[src/rtl/qpe_pkg.sv]
// Shared widths, function codes and constants of the quadrature pulse emulator.
`default_nettype none
package qpe_pkg;

  // Field and register widths
  localparam int FUNC_W       = 2;
  localparam int FREQ_W       = 16;
  localparam int PHASE_W      = 4;
  localparam int RATIO_W      = 24;
  localparam int MIN_PERIOD_W = 16;
  localparam int PERIOD_W     = 24;
  localparam int CFG_IDX_W    = 1;
  localparam int CFG_DATA_W   = 24;

  // Number of emulated sensors and slots on the port (two bits per slot)
  localparam int SENSORS   = 2;
  localparam int NUM_SLOTS = PHASE_W / 2;

  // Function codes of a request
  localparam logic [FUNC_W-1:0] FUNC_MESSAGE  = 2'd0;
  localparam logic [FUNC_W-1:0] FUNC_TIMER    = 2'd1;
  localparam logic [FUNC_W-1:0] FUNC_WATCHDOG = 2'd2;

  // Configuration register indexes
  localparam logic [CFG_IDX_W-1:0] REG_CLOCK_RATIO = 1'd0;
  localparam logic [CFG_IDX_W-1:0] REG_MIN_PERIOD  = 1'd1;

  // Reset values
  localparam logic [RATIO_W-1:0]      RESET_CLOCK_RATIO = 24'd4000000;
  localparam logic [MIN_PERIOD_W-1:0] RESET_MIN_PERIOD  = 16'd150;
  localparam logic [PERIOD_W-1:0]     RESET_STEP_PERIOD = 24'h005555;

  // Clockwise Gray sequence of one sensor
  localparam logic [1:0] GRAY_CW [4] = '{2'd0, 2'd1, 2'd3, 2'd2};

endpackage : qpe_pkg
`default_nettype wire

[src/rtl/qpe_if.sv]
// Request and result channel interfaces of the quadrature pulse emulator.
`default_nettype none
interface qpe_req_if;
  import qpe_pkg::*;

  logic              valid;
  logic              ready;
  logic [FUNC_W-1:0] func;
  logic [FREQ_W-1:0] freq_x16;
  logic              dir_cw_a;
  logic              dir_cw_b;
  logic              fault_a_ch1;
  logic              fault_a_ch2;
  logic              fault_b_ch1;
  logic              fault_b_ch2;

  modport source (
    output valid, func, freq_x16, dir_cw_a, dir_cw_b,
           fault_a_ch1, fault_a_ch2, fault_b_ch1, fault_b_ch2,
    input  ready
  );

  modport sink (
    input  valid, func, freq_x16, dir_cw_a, dir_cw_b,
           fault_a_ch1, fault_a_ch2, fault_b_ch1, fault_b_ch2,
    output ready
  );
endinterface : qpe_req_if

interface qpe_rsp_if;
  import qpe_pkg::*;

  logic               valid;
  logic               ready;
  logic [PHASE_W-1:0] phase_out;
  logic               emulating;
  logic               stepped;

  modport source (output valid, phase_out, emulating, stepped, input ready);
  modport sink   (input valid, phase_out, emulating, stepped, output ready);
endinterface : qpe_rsp_if
`default_nettype wire

[src/rtl/quadrature_pulse_emulator_unit.sv]
// Quadrature pulse emulator: message decode, step period divider and phase sequencer.
//
// Usage:
//   cmd carries requests: a message (func 0), a timer tick (func 1) or a
//   watchdog tick (func 2). rsp returns exactly one result per request:
//   the emulated port value, the emulating flag and whether this tick stepped.
//   The user must write configuration (clock_ratio at index 0, min_period at index 1)
//   through cfg_we / cfg_index / cfg_data only while the block is idle; not enforced.
// Timing:
//   Timer ticks, watchdog ticks, repeated messages and stop messages leave the
//   block idle; the result is registered and shows in the cycle after accept.
//   A new message with a nonzero frequency starts a division: the period
//   quotient clock_ratio / freq_x16 comes from a restoring divider that
//   resolves one quotient bit per cycle. cmd.ready is low during the division.
//   Its result comes right away; after it the quotient applies if above min_period.
// Stall:
//   The result register holds while rsp.ready is low; a new request is taken
//   in the same cycle that the waiting result is taken, if the block is idle.
// Reset (rst, synchronous): emulation stopped, port zero, period 0x5555,
//   registers at 4000000 and 150.
`default_nettype none
module quadrature_pulse_emulator_unit (
  input  wire logic                           clk,
  input  wire logic                           rst,
  qpe_req_if.sink                             cmd,
  qpe_rsp_if.source                           rsp,
  input  wire logic                           cfg_we,
  input  wire logic [qpe_pkg::CFG_IDX_W-1:0]  cfg_index,
  input  wire logic [qpe_pkg::CFG_DATA_W-1:0] cfg_data
);
  import qpe_pkg::*;

  localparam int DIV_STEPS = RATIO_W;
  localparam int DIV_CNT_W = $clog2(DIV_STEPS);

  typedef enum logic {ST_IDLE, ST_DIV} state_t;

  typedef struct packed {
    logic [FREQ_W-1:0] freq;
    logic [1:0]        dir_cw;
    logic [1:0]        fault_ch1;
    logic [1:0]        fault_ch2;
  } message_t;

  // Registers
  state_t                  state;
  logic [RATIO_W-1:0]      clock_ratio;
  logic [MIN_PERIOD_W-1:0] min_period;
  message_t                stored_message;
  logic [PHASE_W-1:0]      phase_table [4];
  logic [1:0]              step_index;
  logic [PHASE_W-1:0]      port_value;
  logic [PERIOD_W-1:0]     step_period;
  logic [PERIOD_W-1:0]     tick_count;
  logic                    running;
  logic                    message_seen;
  logic                    out_valid;
  logic                    out_emulating;
  logic                    out_stepped;
  logic [RATIO_W-1:0]      div_quo;
  logic [FREQ_W-1:0]       div_rem;
  logic [FREQ_W-1:0]       div_divisor;
  logic [DIV_CNT_W-1:0]    div_cnt;

  // Combinational
  logic                    accept;
  message_t                msg_in;
  logic                    msg_changed;
  logic                    msg_start;
  logic                    running_next;
  logic [PHASE_W-1:0]      table_next [4];
  logic [PERIOD_W:0]       tick_inc;
  logic                    tick_step;
  logic [FREQ_W:0]         div_shifted;
  logic [FREQ_W:0]         div_diff;
  logic                    div_take;
  logic [RATIO_W-1:0]      div_quo_next;

  assign cmd.ready = (state == ST_IDLE) && (!out_valid || rsp.ready);
  assign accept    = cmd.valid && cmd.ready;

  assign rsp.valid     = out_valid;
  assign rsp.phase_out = port_value;
  assign rsp.emulating = out_emulating;
  assign rsp.stepped   = out_stepped;

  // Message packing and change detection
  always_comb begin
    msg_in.freq      = cmd.freq_x16;
    msg_in.dir_cw    = {cmd.dir_cw_b, cmd.dir_cw_a};
    msg_in.fault_ch1 = {cmd.fault_b_ch1, cmd.fault_a_ch1};
    msg_in.fault_ch2 = {cmd.fault_b_ch2, cmd.fault_a_ch2};
  end

  assign msg_changed = (msg_in != stored_message);
  assign msg_start   = msg_changed && (msg_in.freq != '0);

  // Emulating flag after the accepted request
  always_comb begin
    running_next = running;
    if (accept) begin
      case (cmd.func)
        FUNC_MESSAGE: begin
          if (msg_changed) begin
            running_next = msg_start;
          end
        end
        FUNC_WATCHDOG: begin
          if (!message_seen) begin
            running_next = 1'b0;
          end
        end
        default: ;
      endcase
    end
  end

  // Phase table of the incoming message: Gray walk per sensor, faulted bits low
  always_comb begin
    logic [1:0] code;
    logic [1:0] gidx;
    for (int i = 0; i < 4; i++) begin
      table_next[i] = '0;
      for (int s = 0; s < NUM_SLOTS; s++) begin
        gidx = msg_in.dir_cw[s] ? 2'(i) : (2'(i) ^ 2'b11);
        code = GRAY_CW[gidx];
        if (msg_in.fault_ch1[s]) begin
          code = code & 2'b10;
        end
        if (msg_in.fault_ch2[s]) begin
          code = code & 2'b01;
        end
        if (s < SENSORS) begin
          table_next[i][2*s +: 2] = code;
        end
      end
    end
  end

  // Timer compare
  assign tick_inc  = {1'b0, tick_count} + (PERIOD_W+1)'(1);
  assign tick_step = running && (tick_inc >= {1'b0, step_period});

  // Restoring divider step: one quotient bit per cycle
  assign div_shifted  = {div_rem, div_quo[RATIO_W-1]};
  assign div_diff     = div_shifted - {1'b0, div_divisor};
  assign div_take     = (div_shifted >= {1'b0, div_divisor});
  assign div_quo_next = {div_quo[RATIO_W-2:0], div_take};

  // Sequencer, state and result register
  always_ff @(posedge clk) begin
    if (rst) begin
      state          <= ST_IDLE;
      clock_ratio    <= RESET_CLOCK_RATIO;
      min_period     <= RESET_MIN_PERIOD;
      stored_message <= '0;
      for (int i = 0; i < 4; i++) begin
        phase_table[i] <= '0;
      end
      step_index     <= '0;
      port_value     <= '0;
      step_period    <= RESET_STEP_PERIOD;
      tick_count     <= '0;
      running        <= 1'b0;
      message_seen   <= 1'b0;
      out_valid      <= 1'b0;
      out_emulating  <= 1'b0;
      out_stepped    <= 1'b0;
      div_cnt        <= '0;
    end else begin
      // configuration writes
      if (cfg_we) begin
        unique case (cfg_index)
          REG_CLOCK_RATIO: clock_ratio <= cfg_data[RATIO_W-1:0];
          REG_MIN_PERIOD:  min_period  <= cfg_data[MIN_PERIOD_W-1:0];
          default: ;
        endcase
      end

      // result register fills on accept, drains when taken
      out_valid <= accept || (out_valid && !rsp.ready);

      unique case (state)
        ST_IDLE: begin
          if (accept) begin
            out_emulating <= running_next;
            out_stepped   <= (cmd.func == FUNC_TIMER) && tick_step;
            case (cmd.func)
              FUNC_MESSAGE: begin
                message_seen <= 1'b1;
                if (msg_changed) begin
                  stored_message <= msg_in;
                  if (msg_start) begin
                    for (int i = 0; i < 4; i++) begin
                      phase_table[i] <= table_next[i];
                    end
                    tick_count    <= '0;
                    running       <= 1'b1;
                    div_quo       <= clock_ratio;
                    div_rem       <= '0;
                    div_divisor   <= msg_in.freq;
                    div_cnt       <= '0;
                    state         <= ST_DIV;
                  end else begin
                    running       <= 1'b0;
                  end
                end
              end
              FUNC_TIMER: begin
                if (tick_step) begin
                  port_value  <= phase_table[step_index];
                  step_index  <= step_index + 2'd1;
                  tick_count  <= '0;
                end else if (running) begin
                  tick_count <= tick_inc[PERIOD_W-1:0];
                end
              end
              FUNC_WATCHDOG: begin
                if (!message_seen) begin
                  running       <= 1'b0;
                end
                message_seen <= 1'b0;
              end
              default: ;
            endcase
          end
        end
        ST_DIV: begin
          div_quo <= div_quo_next;
          div_rem <= div_take ? div_diff[FREQ_W-1:0] : div_shifted[FREQ_W-1:0];
          div_cnt <= div_cnt + DIV_CNT_W'(1);
          if (div_cnt == DIV_CNT_W'(DIV_STEPS - 1)) begin
            if (div_quo_next > {{(RATIO_W-MIN_PERIOD_W){1'b0}}, min_period}) begin
              step_period <= div_quo_next;
            end
            state <= ST_IDLE;
          end
        end
        default: state <= ST_IDLE;
      endcase
    end
  end

endmodule : quadrature_pulse_emulator_unit
`default_nettype wire
[src/flat_wrapper.sv]
// flat-port wrapper written by rule: the top's interface ports become plain ports
module quadrature_pulse_emulator_unit_flat import qpe_pkg::*;
  (clk, rst, cfg_we, cfg_index, cfg_data, cmd_valid, cmd_func, cmd_freq_x16, cmd_dir_cw_a, cmd_dir_cw_b, cmd_fault_a_ch1, cmd_fault_a_ch2, cmd_fault_b_ch1, cmd_fault_b_ch2, cmd_ready, rsp_valid, rsp_phase_out, rsp_emulating, rsp_stepped, rsp_ready);
  qpe_req_if cmd_i ();
  qpe_rsp_if rsp_i ();
  input  wire logic clk;
  input  wire logic rst;
  input  wire logic cfg_we;
  input  wire logic [qpe_pkg::CFG_IDX_W-1:0] cfg_index;
  input  wire logic [qpe_pkg::CFG_DATA_W-1:0] cfg_data;
  input wire logic [$bits(cmd_i.valid)-1:0] cmd_valid;
  input wire logic [$bits(cmd_i.func)-1:0] cmd_func;
  input wire logic [$bits(cmd_i.freq_x16)-1:0] cmd_freq_x16;
  input wire logic [$bits(cmd_i.dir_cw_a)-1:0] cmd_dir_cw_a;
  input wire logic [$bits(cmd_i.dir_cw_b)-1:0] cmd_dir_cw_b;
  input wire logic [$bits(cmd_i.fault_a_ch1)-1:0] cmd_fault_a_ch1;
  input wire logic [$bits(cmd_i.fault_a_ch2)-1:0] cmd_fault_a_ch2;
  input wire logic [$bits(cmd_i.fault_b_ch1)-1:0] cmd_fault_b_ch1;
  input wire logic [$bits(cmd_i.fault_b_ch2)-1:0] cmd_fault_b_ch2;
  output wire logic [$bits(cmd_i.ready)-1:0] cmd_ready;
  output wire logic [$bits(rsp_i.valid)-1:0] rsp_valid;
  output wire logic [$bits(rsp_i.phase_out)-1:0] rsp_phase_out;
  output wire logic [$bits(rsp_i.emulating)-1:0] rsp_emulating;
  output wire logic [$bits(rsp_i.stepped)-1:0] rsp_stepped;
  input wire logic [$bits(rsp_i.ready)-1:0] rsp_ready;
  assign cmd_i.valid = cmd_valid;
  assign cmd_i.func = cmd_func;
  assign cmd_i.freq_x16 = cmd_freq_x16;
  assign cmd_i.dir_cw_a = cmd_dir_cw_a;
  assign cmd_i.dir_cw_b = cmd_dir_cw_b;
  assign cmd_i.fault_a_ch1 = cmd_fault_a_ch1;
  assign cmd_i.fault_a_ch2 = cmd_fault_a_ch2;
  assign cmd_i.fault_b_ch1 = cmd_fault_b_ch1;
  assign cmd_i.fault_b_ch2 = cmd_fault_b_ch2;
  assign cmd_ready = cmd_i.ready;
  assign rsp_valid = rsp_i.valid;
  assign rsp_phase_out = rsp_i.phase_out;
  assign rsp_emulating = rsp_i.emulating;
  assign rsp_stepped = rsp_i.stepped;
  assign rsp_i.ready = rsp_ready;
  quadrature_pulse_emulator_unit u_core (.clk(clk), .rst(rst), .cmd(cmd_i), .rsp(rsp_i), .cfg_we(cfg_we), .cfg_index(cfg_index), .cfg_data(cfg_data));
endmodule
[config.mk]
export PLATFORM = sky130hd
export DESIGN_NAME = quadrature_pulse_emulator_unit_flat
export DESIGN_NICKNAME = d
export VERILOG_FILES = /design/src/rtl/qpe_pkg.sv /design/src/rtl/qpe_if.sv /design/src/rtl/quadrature_pulse_emulator_unit.sv /design/src/flat_wrapper.sv
export SDC_FILE = /design/constraint.sdc
export NUM_CORES = 1
export LEC_CHECK = 0
export BUFFER_PORTS_ARGS = -buffer_cell sky130_fd_sc_hd__buf_2
export CAP_MARGIN = 20
export CORE_ASPECT_RATIO = 1.75
export CORE_MARGIN = 3
export CORE_UTILIZATION = 40
export DETAILED_ROUTE_END_ITERATION = 8
export PLACE_DENSITY_LB_ADDON = 0.15
export SETUP_SLACK_MARGIN = 0.2
export SLEW_MARGIN = 20
export SYNTH_ARGS = -nofsm -noshare
export SYNTH_HDL_FRONTEND = slang
export SYNTH_SLANG_ARGS = --single-unit
[constraint.sdc]
create_clock -name clk -period 5.33 [get_ports clk]
set_input_delay 0.2665 -clock clk [delete_from_list [all_inputs] [get_ports clk]]
set_output_delay 0.2665 -clock clk [all_outputs]
set_load 0.02 [all_outputs]
-- Word-level counts from Yosys, hierarchy flattened
Memories as Yosys holds them, arrays and structs flattened. A register that Yosys moved wholly into a read port is not among the register bits.
Cells that the tools add are included.
- RAM bits: 16
- memories: 1
- bits of input ports: 54
- flip-flop bits (word level): 179
- output and inout bits: 8
- add/sub/neg operators: 4
- equality and inequality tests: 11
- reductions and logical operators: 26
- mux-type cells: 90
- magnitude comparators: 11
- bitwise logic cells: 15
- memory list (name ; words ; bits a word ; read ports ; clocked after memory_dff ; wr ports ; RTL line ; RTL):
    u_core.phase_table ; 4 ; 4 ; 1 ; 1 ; 4 ; quadrature_pulse_emulator_unit.sv:50 ; logic [PHASE_W-1:0] phase_table [4];
- operators with widths (kind ; count):
    24-bit 2-to-1 mux ; 8
    24-bit one-hot mux with 2 select lines ; 2
    16-bit 2-to-1 mux ; 5
    2-bit 2-to-1 mux ; 32
    2-bit binary-select mux with 2-bit select ; 8
    16-bit one-hot mux with 2 select lines ; 1
    24-bit by 1-bit adder with 25-bit output, second input constant ; 1
    25-bit by 24-bit >= comparator with 1-bit output ; 1
    3-bit >= comparator, second input constant ; 8
    24-bit by 16-bit greater-than comparator with 1-bit output ; 1
    2-bit inverter with 3-bit output ; 8
    22-bit inequality test ; 1
    1-bit 2-to-1 mux ; 21
    5-bit 2-to-1 mux ; 4
    17-bit by 16-bit >= comparator with 1-bit output ; 1
    4-bit 2-to-1 mux ; 4
    4-bit AND reduction ; 4
    16-bit nonzero test ; 1
    16-bit subtractor ; 1
    6-bit AND reduction ; 2
    2-bit by 1-bit inequality test with 1-bit output, second input constant ; 5
    5-bit one-hot mux with 2 select lines ; 1
    1-bit one-hot mux with 2 select lines ; 4
    1-bit logical AND ; 6
    other kinds (16) ; 27

-- Logic depth before layout (Yosys ltp)
Gate-level depths: netlist of run 1.
- depth after elaboration: 10
- depth in mapped cells: 19
- depth with buffers taken out: 15

-- Worst setup path before layout of run 1
No wires, ideal clock.
- path kind: register to register
- start point: register u_core.out_valid, in the netlist u_core.rsp.valid
- end point: register u_core.div_quo[0], enable pin
- cell stages (with the launch flop): 8
- setup slack: 1.332 ns
- clock period less this slack: 3.998 ns
- arrival: 3.547 ns
- path through: dfxtp_1 nand2b_1 and3_1 nand2_1 a21oi_1 nand2_1 clkbuf_1 a21oi_1
- cells in the longest elaborated chain, start to end: 6
- RTL lines (element ; RTL line ; RTL):
    start: declaration ; quadrature_pulse_emulator_unit.sv:57 ; logic out_valid;
    start signal: assignment ; quadrature_pulse_emulator_unit.sv:181 ; out_valid <= accept || (out_valid && !rsp.ready);
    1-bit logical NOT ; quadrature_pulse_emulator_unit.sv:79 ; assign cmd.ready = (state == ST_IDLE) && (!out_valid || rsp.ready);
    1-bit logical OR ; quadrature_pulse_emulator_unit.sv:79 ;
    1-bit logical AND ; quadrature_pulse_emulator_unit.sv:79 ;
    1-bit logical AND ; quadrature_pulse_emulator_unit.sv:80 ; assign accept = cmd.valid && cmd.ready;
    2-bit by 1-bit inequality test with 1-bit output (no source line) ; n/a ;
    5-bit AND reduction (no source line) ; n/a ;
    end signal: assignment ; quadrature_pulse_emulator_unit.sv:199 ; div_quo <= clock_ratio;
    end signal: assignment ; quadrature_pulse_emulator_unit.sv:229 ; div_quo <= div_quo_next;
    end: declaration ; quadrature_pulse_emulator_unit.sv:60 ; logic [RATIO_W-1:0] div_quo;
Every way passes these cells.
A chain may end at the register's enable or synchronous reset.

-- Worst setup path after layout of run 1
- start point: register u_core.tick_count[0]
- end point: register u_core.tick_count[23]
- cells in the longest elaborated chain, start to end: 5
- elaborated cells on any way between the ends: 8
- RTL lines (element ; RTL line ; RTL):
    start: declaration ; quadrature_pulse_emulator_unit.sv:54 ; logic [PERIOD_W-1:0] tick_count;
    start signal: assignment ; quadrature_pulse_emulator_unit.sv:215 ; tick_count <= tick_inc[PERIOD_W-1:0];
    24-bit by 1-bit adder with 25-bit output * ; quadrature_pulse_emulator_unit.sv:141 ; assign tick_inc = {1'b0, tick_count} + (PERIOD_W+1)'(1);
    25-bit by 24-bit >= comparator with 1-bit output ; quadrature_pulse_emulator_unit.sv:142 ; assign tick_step = running && (tick_inc >= {1'b0, step_period});
    1-bit logical AND ; quadrature_pulse_emulator_unit.sv:142 ;
    3-bit by 1-bit inequality test with 1-bit output (no source line) / 24-bit 2-to-1 mux (equally long branches) ; n/a ;
    6-bit AND reduction (no source line) / 24-bit one-hot mux with 2 select lines (equally long branches) ; n/a ;
Every way passes the cells marked *; elsewhere a longest branch is shown, timed or not. The select of a mux whose other input is x is not followed.

==> results of run 1 <==
-- Yosys cell counts (6+ instances only) --
master	n
edfxtp_1	62
nor2_1	84
o21ai_0	21
nand2_1	124
a21oi_1	75
ha_1	58
inv_1	74
a211oi_1	6
dfxtp_1	127
a22o_1	11
mux2i_1	49
o21a_1	6
and3_1	9
clkbuf_1	30
nand2b_1	11
xnor2_1	41
nor3_1	7
mux2_2	26
a211o_1	7
o31ai_1	14
nand4_1	17
nor4_1	10
buf_2	8
xor2_1	17
nand3_1	41
nand3b_1	13
-- worst paths after layout --
| kind | startpoint | cells after the start | endpoint | slack, ns |
|---|---|---|---|---|
| max | u_core.tick_count[0]$_SDFFE_PP0P_ | 15 | u_core.tick_count[23]$_SDFFE_PP0P_ | 1.15 |
| min | cfg_data[20] | 3 | u_core.clock_ratio[20]$_SDFFE_PP1P_ | 0.04 |
| max reg2reg | u_core.tick_count[0]$_SDFFE_PP0P_ | 15 | u_core.tick_count[23]$_SDFFE_PP0P_ | 1.15 |
| min reg2reg | u_core.rsp.stepped$_SDFFE_PP0P_ | 2 | u_core.rsp.stepped$_SDFFE_PP0P_ | 0.45 |
-- final cells by class --
type,instances,area (sq um)
sequential,189,4405
clock buffer,22,454.2
inverter,75,281.5
fill,2315,12670
multi-input combinational,712,4898
timing repair buffer,71,382.9
antenna,1,2.502
clock inverter,10,138.9
tap,304,380.4
-- metrics by stage --
step	instance area (sq um)	hold slack (ns)	worst slack [ns]	utilization (%)
final	10940	0.03640	1.150	46.35
after floorplan	9738	0.3654	1.332	-
after global routing	10940	0.03760	0.8155	46.35
after global placement	10350	0.4411	1.216	43.83
after CTS	10940	0.01677	1.123	46.34
after detailed placement	10350	0.4470	1.149	43.83
-- metal layers --
layer  up-vias  global-route usage, %  routed length, um
li1       3673                      -                  -
met1      3407                  19.49               9021
met3        23                  3.167                483
met5         -                      0                  0
met4         0                  5.446                348
met2        67                  33.79              12230
-- worst min-delay path, cell delays in order --
cell      delay [ns]
buf_2           0.08
nand2_1         0.04
nand3b_1        0.07
-- flip-flops by register name (all words and copies together), names as in the netlist --
register               count
u_core.clock_ratio        24
u_core.div_quo            24
u_core.step_period        24
u_core.tick_count         24
u_core.stored_message     22
u_core.div_divisor        16
u_core.div_rem            16
u_core.min_period         16
u_core.phase_table         6
u_core.div_cnt             5
u_core.rsp.phase_out       4
u_core.step_index          2
u_core.message_seen        1
u_core.rsp.emulating       1
u_core.rsp.stepped         1
u_core.rsp.valid           1
u_core.running             1
u_core.state               1
-- power by group through the flow --
stage	sequential (W)	combinational [W]	clock [W]
6_report	0.00155	0.000252	0.00130
5_1_grt	0.00156	0.000287	0.00139
4_1_cts	0.00155	0.000257	0.00134
3_5_place_dp	0.00158	0.000256	0
3_3_place_gp	0.00158	0.000254	0
2_1_floorplan	0.00158	0.000171	0
-- kinds of logic after synthesis --
| group | count (synthesis) | share of synthesized area, % |
|---|---|---|
| compound gates | 174 | 11.71 |
| buf+inv | 119 | 4.882 |
| mux | 75 | 8.043 |
| flops | 189 | 45.23 |
| fa+ha+maj | 59 | 7.658 |
| simple gates | 346 | 17.27 |
| xor+xnor | 58 | 5.216 |
==> flow_metrics.py, run 1 <==
metrics = {
    "clock_tree": {
        "clk_pin_slew_ns": 0.07,
        "cts_tree": "yes",
        "postCtsHoldBufs": 0,
        "h-tree-depth": 4,
        "cts_sinks": 189,
        "cts_resized": 0,
        "clock_path_buffers": 2,
        "cts_made_buffers": 17,
        "root_buffer": "clkbuf_16",
        "clock_latency_ns": 0.44,
        "post_cts_buffers": 0,
    },
    "cells_and_area": {
        "mostFrequentLayoutCell": "dfxtp_1",
        "nNetsFinal": 1179,
        "mostFrequentLayoutCells": "dfxtp_1 (126), nand2_1 (124), nor2_1 (84)",
        "areaGrowthSynthToFinish_pct": 12.39,
        "fin_cells": 1384,
        "drive_gt1_share_pct": 13.07,
    },
    "pwr": {
        "internal-power_w": 0.002381,
        "finalPower_w": 0.003106,
        "clockPowerShare_pct": 41.9,
        "power.share.sequential_pct": 50.0,
        "p_switching_w": 0.0007249,
        "powerDensity_nw_per_um2": 283.8,
        "p_leak_nw": 4.366,
        "vdd_drop_max_uv": 266.5,
        "pwr-share-comb_pct": 8.1,
        "switching_share_pct": 23.34,
    },
    "route": {
        "drt_first_pass_iters": 4,
        "wire_per_inst_um": 15.96,
        "antenna_left": 0,
        "drt_iter0_markers": 410,
        "via_per_inst": 5.181,
        "drcViolationCount": 0,
        "vias": 7170,
        "wl_mm": 22.09,
    },
    "yosys": {
        "syn_nets": 1133,
        "syn_area_sq_um": 9738,
        "ys_types": 65,
        "synth_area_leaders": "dfxtp_1 (26%), edfxtp_1 (19%), ha_1 (7.5%), mux2i_1 (5.0%), nand2_1 (4.8%)",
        "synth_seq_cells": 189,
        "synth_flop_cell": "dfxtp_1",
        "synth-edff-count": 62,
        "synth_cells": 1020,
        "yosysSeqAreaShare_pct": 45.23,
        "syn_avg_cell_area_sq_um": 9.547,
        "yosysTopAreaCell": "dfxtp_1",
        "yosysWarnings": 0,
        "synthArstFlopShare_pct": 0,
        "yosysTopAreaCellShare_pct": 26.11,
    },
    "worst_setup_path": {
        "arrival_ns": 4.55,
        "crit_family": "simple AND/OR/NAND/NOR gates",
        "slowest_stage": "buf_4",
        "crit_top_cell": "ha_1",
        "crit_type": "reg2reg",
        "cp-start-kind": "flip-flop",
        "critPathRequiredTime_ns": 5.70,
        "path_buf_inv": 1,
        "cp_max_fo": 36,
        "cpPeakStageDelay_ns": 0.40,
        "path_cells": "ha_1 > and3_4 > and3_1 > nand3_1 > nor2_1 > xor2_1 > ha_1 > a2111oi_2 > o21ai_1 > o21ai_0 > nand4_2 > a2111oi_4 > buf_4 > or2b_1 > mux2i_1",
        "end_kind": "flip-flop",
    },
    "timing": {
        "fmax_mhz": 239.2,
        "finalSetupViolCount": 0,
        "fin_skew_ns": 0.008049,
        "fin_crit_sh_pct": 78.42,
        "worstMarginPinSlew_ns": 0.9988,
        "slew_headroom_pct": 33.41,
        "final.setup.tns_ns": 0,
        "fin_crit_ns": 4.180,
        "rsz0062_at_grt": "no",
        "hold_viol": 0,
        "slew_viol_final": 0,
    },
    "floorplan": {
        "fp.dieW_um": 123.9,
        "start_util_pct": 41.25,
        "io_pins": 62,
        "die_h_um": 212.4,
        "die-area_sq_um": 26330,
        "fp-row-count": 74,
        "coreArea_sq_um": 23610,
    },
    "placement": {
        "port-buffer-count": 61,
        "dp_hpwl_mm": 16.23,
        "dp_cells": 1351,
        "place_congestion": 0.7873,
    },
    "worst_hold_path": {
        "hold_path_class": "in2reg",
    },
    "grt": {
        "grt_pass1_vias": 7249,
        "grtUsageTotal_pct": 17.74,
        "antenna_found_initial": 1,
        "overflow": 0,
        "grt_max_degree": 65,
        "grt_pass1_wl_mm": 36.65,
    },
    "job": {
        "drv_cap": 0,
    },
    "outcome": {
        "status": "finished, final reports clean",
    },
}
Power figures use the tool's default switching activity.
==> inputs of run 2 (changes only) <==
- clock period: 5.33 -> 3.7 ns (I/O delays scaled with it)
==> run 2 against run 1 <==
  * Sequential power is 44% higher
  * Final area is 15% higher
  * Combinational power up 69%
  * Clock skew up 0.0095 ns
  * Clock-buffer cell count is 2 lower
  * Global-route usage up 2.1 points
  * Wire length is 15% higher
  * Setup slack worse by 1.0 ns
  * Cell count up 7.1%
  * Largest cell class unchanged
  * Largest power group unchanged
  * Highest routed layer unchanged
==> flow_metrics.py, run 2 (synthesized netlist as in run 1, its figures left out) <==
metrics = {
    "clock_tree": {
        "clock_path_buffers": 2,
        "cts_tree": "yes",
        "h-tree-depth": 4,
        "root_buffer": "clkbuf_16",
        "cts_made_buffers": 17,
        "clk_pin_slew_ns": 0.07,
        "clock_latency_ns": 0.46,
        "cts_sinks": 189,
    },
    "cells_and_area": {
        "mostFrequentLayoutCell": "nand2_1",
        "fin_cells": 1482,
        "areaGrowthSynthToFinish_pct": 29.00,
        "diodes": 0,
        "multi_input_area_sq_um": 5391,
        "drive_gt1_share_pct": 24.28,
        "n_fill_cell": 2149,
        "nNetsFinal": 1278,
        "mostFrequentLayoutCells": "nand2_1 (122), dfxtp_1 (114), nor2_1 (72)",
        "regArea_sq_um": 4436,
    },
    "worst_setup_path": {
        "crit_type": "reg2reg",
        "cpPeakStageDelay_ns": 0.37,
        "slowest_stage": "dfxtp_4",
        "arrival_ns": 3.93,
        "path_buf_inv": 5,
        "critPathRequiredTime_ns": 4.04,
        "crit_family": "simple AND/OR/NAND/NOR gates",
        "cp-start-kind": "flip-flop",
        "end_kind": "flip-flop",
        "path_cells": "ha_4 > and3_4 > and3_4 > nand3_4 > nor3_4 > nand3_2 > xnor2_2 > ha_1 > nand4_1 > nor4_4 > nand3_1 > a21oi_2 > buf_4 > a2111oi_4 > clkbuf_16 > buf_12 > buf_4 > buf_6 > a21oi_2 > mux2i_1",
        "cp_max_fo": 5,
    },
    "route": {
        "wl_mm": 25.46,
        "vias": 7791,
        "drcViolationCount": 0,
        "antenna_left": 0,
        "drt_iter0_markers": 349,
        "drt_first_pass_iters": 4,
        "via_per_inst": 5.257,
        "wire_per_inst_um": 17.18,
    },
    "placement": {
        "port-buffer-count": 61,
        "dp_hpwl_mm": 17.07,
        "dp_cells": 1371,
        "place_congestion": 0.8493,
        "dpl_worst_slack_ns": 0.01756,
    },
    "timing": {
        "fmax_mhz": 278.1,
        "finalSetupViolCount": 0,
        "hold_viol": 0,
        "slew_viol_final": 0,
        "whs_ns": 0.03189,
        "final.setup.tns_ns": 0,
        "rsz0062_at_grt": "yes",
        "worst_slack_ns": 0.1042,
        "fin_crit_ns": 3.596,
        "fin_skew_ns": 0.01753,
        "slew_headroom_pct": 29.00,
        "fin_crit_sh_pct": 97.18,
        "worstMarginPinSlew_ns": 1.065,
    },
    "outcome": {
        "status": "finished, final reports clean",
    },
    "floorplan": {
        "start_util_pct": 41.25,
        "fp.dieW_um": 123.9,
        "die-area_sq_um": 26330,
        "coreArea_sq_um": 23610,
        "die_h_um": 212.4,
        "io_pins": 62,
        "fp-row-count": 74,
    },
    "pwr": {
        "p_leak_nw": 5.009,
        "finalPower_w": 0.004643,
        "powerDensity_nw_per_um2": 369.6,
        "vdd_drop_max_uv": 374.4,
    },
    "job": {
        "drv_cap": 0,
    },
    "grt": {
        "antenna_found_initial": 0,
        "grt_pass1_vias": 8055,
        "grt_pass1_wl_mm": 40.40,
        "overflow": 0,
        "grt_max_degree": 68,
        "grtUsageTotal_pct": 19.84,
    },
    "worst_hold_path": {
        "hold_path_class": "in2reg",
    },
}
## run 2: timing repair
| action | 4_1_cts | 5_1_grt |
|---|---|---|
| resized for setup | 41 | 95 |
| cloned | 3 | 3 |
| hold buffers | 40 | 0 |
| setup buffers | 16 | 17 |
| pin swaps | 23 | 51 |
| endpoints found under the setup margin | 32 | 92 |
| endpoints found under the hold margin | 56 | 0 |
## run 2: final cells by class
class | count | share of cell area (%)
Timing Repair Buffer | 169 | 11.51
Sequential cell | 189 | 35.31
Multi-Input combinational cell | 713 | 42.92
Inverter | 75 | 2.241
Clock inverter | 12 | 1.434
Clock buffer | 20 | 3.556
Tap cell | 304 | 3.028
## run 2: metal layers
layer	wire length (um)	global-route usage (%)	part of all wire, %	vias up
li1	-	-	-	3880
met1	9764	21.11	38	3751
met2	14100	36.55	55	111
met3	671	3.567	2.6	49
met4	920	10.17	3.6	0
met5	0	0	0	-
## run 2: final timing paths
kind                                                         start                                     to  slack [ns]  cells past startpoint
worst max-delay path             u_core.tick_count[0]$_SDFFE_PP0P_     u_core.tick_count[21]$_SDFFE_PP0P_        0.10                     20
worst min-delay path                               cmd_fault_b_ch2  u_core.stored_message[1]$_SDFFE_PP0P_        0.03                      3
worst max register to register   u_core.tick_count[0]$_SDFFE_PP0P_     u_core.tick_count[21]$_SDFFE_PP0P_        0.10                     20
worst min register to register  u_core.clock_ratio[2]$_SDFFE_PP0P_     u_core.clock_ratio[2]$_SDFFE_PP0P_        0.45                      2
## run 2: where the power goes
part	switching, W	internal (W)
sequential	0.0000344	0.00220
combinational	0.000236	0.000189
clock	0.000829	0.00116
## run 2: worst reg2reg max path, cell delays in order (launching register included)
cell	delay (ns)
dfxtp_4	0.37
ha_4	0.13
and3_4	0.20
and3_4	0.23
nand3_4	0.11
nor3_4	0.20
nand3_2	0.14
xnor2_2	0.16
ha_1	0.29
nand4_1	0.15
nor4_4	0.33
nand3_1	0.15
a21oi_2	0.13
buf_4	0.15
a2111oi_4	0.05
clkbuf_16	0.16
buf_12	0.13
buf_4	0.13
buf_6	0.11
a21oi_2	0.10
mux2i_1	0.08
## run 2: through the flow
| step | cell area (sq um) | util [%] |
|---|---|---|
| global placement | 10580 | 44.81 |
| detailed placement | 10580 | 44.81 |
| finish | 12560 | 53.21 |
| CTS | 12010 | 50.86 |
| floorplan | 9802 | - |
| global route | 12560 | 53.21 |
==> inputs of run 3 (changes only) <==
- GPL_ROUTABILITY_DRIVEN: unset -> 0
- MAX_ROUTING_LAYER: unset -> met4
- clock period: 3.7 -> 3.3 ns (I/O delays scaled with it)
==> run 3 against run 2 <==
  * The flow now finishes with violations (negative setup slack)
  * Clock power about the same
  * Combinational power rose by 16%
  * Sequential share of layout area decreased by 0.89 points
  * Via count up 2.4%
  * Power up 6.8%
  * Sequential cell count is the same
  * Critical path depth fell by 3
  * Die area unchanged
  * Maximum frequency grew 3.4%
==> flow_metrics.py, run 3 (synthesized netlist as in run 1, its figures left out) <==
metrics = {
    "worst_setup_path": {
        "cpPeakStageDelay_ns": 0.35,
        "cp-start-kind": "flip-flop",
        "crit_type": "reg2reg",
        "critPathRequiredTime_ns": 3.67,
        "end_kind": "flip-flop",
        "slowest_stage": "dfxtp_2",
        "arrival_ns": 3.85,
        "cp_max_fo": 8,
        "path_cells": "nand4_4 > nor4_4 > buf_4 > nand3_4 > buf_6 > buf_6 > xnor2_2 > ha_1 > nand4_1 > nor4_2 > nand3_1 > a21oi_4 > buf_6 > o31ai_4 > buf_12 > or3_4 > a21oi_2",
        "crit_top_cell": "buf_6",
    },
    "clock_tree": {
        "clk_pin_slew_ns": 0.07,
        "clock_path_buffers": 2,
        "cts_made_buffers": 17,
        "root_buffer": "clkbuf_16",
        "clock_latency_ns": 0.44,
        "h-tree-depth": 4,
        "cts_sinks": 189,
        "cts_tree": "yes",
    },
    "timing": {
        "fin_skew_ns": 0.008563,
        "rsz0062_at_grt": "yes",
        "fin_crit_sh_pct": 105.4,
        "fmax_mhz": 287.4,
        "finalSetupViolCount": 48,
        "fin_crit_ns": 3.479,
        "hold_viol": 0,
        "slew_viol_final": 0,
        "worstMarginPinSlew_ns": 1.137,
        "worst_slack_ns": -0.1791,
        "whs_ns": 0.02697,
        "slew_headroom_pct": 24.21,
    },
    "floorplan": {
        "fp.dieW_um": 123.9,
        "die-area_sq_um": 26330,
        "start_util_pct": 41.25,
        "io_pins": 62,
        "fp-row-count": 74,
        "die_h_um": 212.4,
        "coreArea_sq_um": 23610,
    },
    "route": {
        "vias": 7975,
        "antenna_left": 0,
        "drcViolationCount": 0,
        "drt_first_pass_iters": 4,
        "via_per_inst": 5.226,
        "wire_per_inst_um": 16.92,
        "wl_mm": 25.82,
        "drt_iter0_markers": 298,
    },
    "placement": {
        "dpl_worst_slack_ns": -0.2204,
        "dp_hpwl_mm": 18.09,
        "placed_area_sq_um": 11110,
        "port-buffer-count": 61,
    },
    "cells_and_area": {
        "nNetsFinal": 1320,
        "stdcell_area_sq_um": 12850,
        "mostFrequentLayoutCell": "nand2_1",
        "final_util_pct": 54.41,
        "mostFrequentLayoutCells": "nand2_1 (123), dfxtp_1 (115), buf_4 (85)",
        "areaGrowthSynthToFinish_pct": 31.92,
        "drive_gt1_share_pct": 26.31,
    },
    "grt": {
        "grtUsageTotal_pct": 21.16,
        "grt_pass1_wl_mm": 41.66,
        "grt_pass1_vias": 8231,
        "grt_max_degree": 65,
        "overflow": 0,
        "antenna_found_initial": 2,
    },
    "outcome": {
        "status": "finished, violations left",
        "violations": "negative setup slack",
    },
    "pwr": {
        "powerDensity_nw_per_um2": 386.1,
        "p_leak_nw": 5.224,
        "vdd_drop_max_uv": 390.5,
    },
    "job": {
        "drv_cap": 0,
    },
    "worst_hold_path": {
        "hold_path_class": "in2reg",
    },
}
-- run 3: cell types whose count changed in the layout (fill, tap and decap cells not counted), moves of 5 or more --
cell and delta:
nor2_4 -6, buf_4 +39, nand3_1 -6, nand3_2 +5, dfxtp_4 -5
-- run 3: through the flow --
stage / TNS, ns / total power, W / cells
after floorplan: -1.441 / 0.002836 / 1020
after global placement: -3.335 / 0.002996 / 1416
after detailed placement: -3.904 / 0.003001 / 1416
after CTS: -4.301 / 0.005022 / 1519
after global routing: -12.84 / 0.005166 / 1526
final: -3.609 / 0.004960 / 1526
-- run 3: final cells by class --
class | instances | area [sq um]
fill | 2173 | 10760
multi-input combinational | 712 | 5366
sequential | 189 | 4422
timing repair buffer | 212 | 1836
clock buffer | 24 | 501.7
tap | 304 | 380.4
inverter | 75 | 281.5
clock inverter | 8 | 53.80
antenna | 2 | 5.005
-- run 3: routing by layer --
layer	routed length (um)	GRT usage (%)
met1	9411	20.95
met5	0	-
met4	1077	9.531
met3	543	3.167
met2	14790	39.77
-- run 3: where the power goes --
part / internal (W) / switching (W) / total [W]
clock network: 0.00107 / 0.000892 / 0.00196
logic: 0.000219 / 0.000273 / 0.000493
registers: 0.00247 / 0.0000377 / 0.00251
-- run 3: final timing paths --
kind | from | endpoint | slack [ns] | depth (start not counted)
max | u_core.tick_count[9]$_SDFFE_PP0P_ | u_core.step_index[1]$_SDFFE_PP0P_ | -0.18 | 17
min reg2reg | u_core.clock_ratio[15]$_SDFFE_PP0P_ | u_core.clock_ratio[15]$_SDFFE_PP0P_ | 0.45 | 2
max reg2reg | u_core.tick_count[9]$_SDFFE_PP0P_ | u_core.step_index[1]$_SDFFE_PP0P_ | -0.18 | 17
min | cmd_fault_a_ch2 | u_core.stored_message[0]$_SDFFE_PP0P_ | 0.03 | 3
-- run 3: worst max-delay path: cells and delay by family, from the launching register on --
kind | cells | cell delay (ns)
XOR/XNOR | 1 | 0.12
adder cells (fa/ha/maj) | 1 | 0.30
buffers and inverters | 5 | 0.70
AND/OR/NAND/NOR | 7 | 1.55
flip-flops | 1 | 0.35
AO/OA/AOI/OAI | 3 | 0.39
-- run 3: repair_timing --
action,4_1_cts,5_1_grt
setup buffers,26,3
endpoints found under the hold margin,54,0
hold buffers,38,0
pin swaps,33,22
resized for setup,46,24
setup endpoints to repair,56,56
cloned,7,2
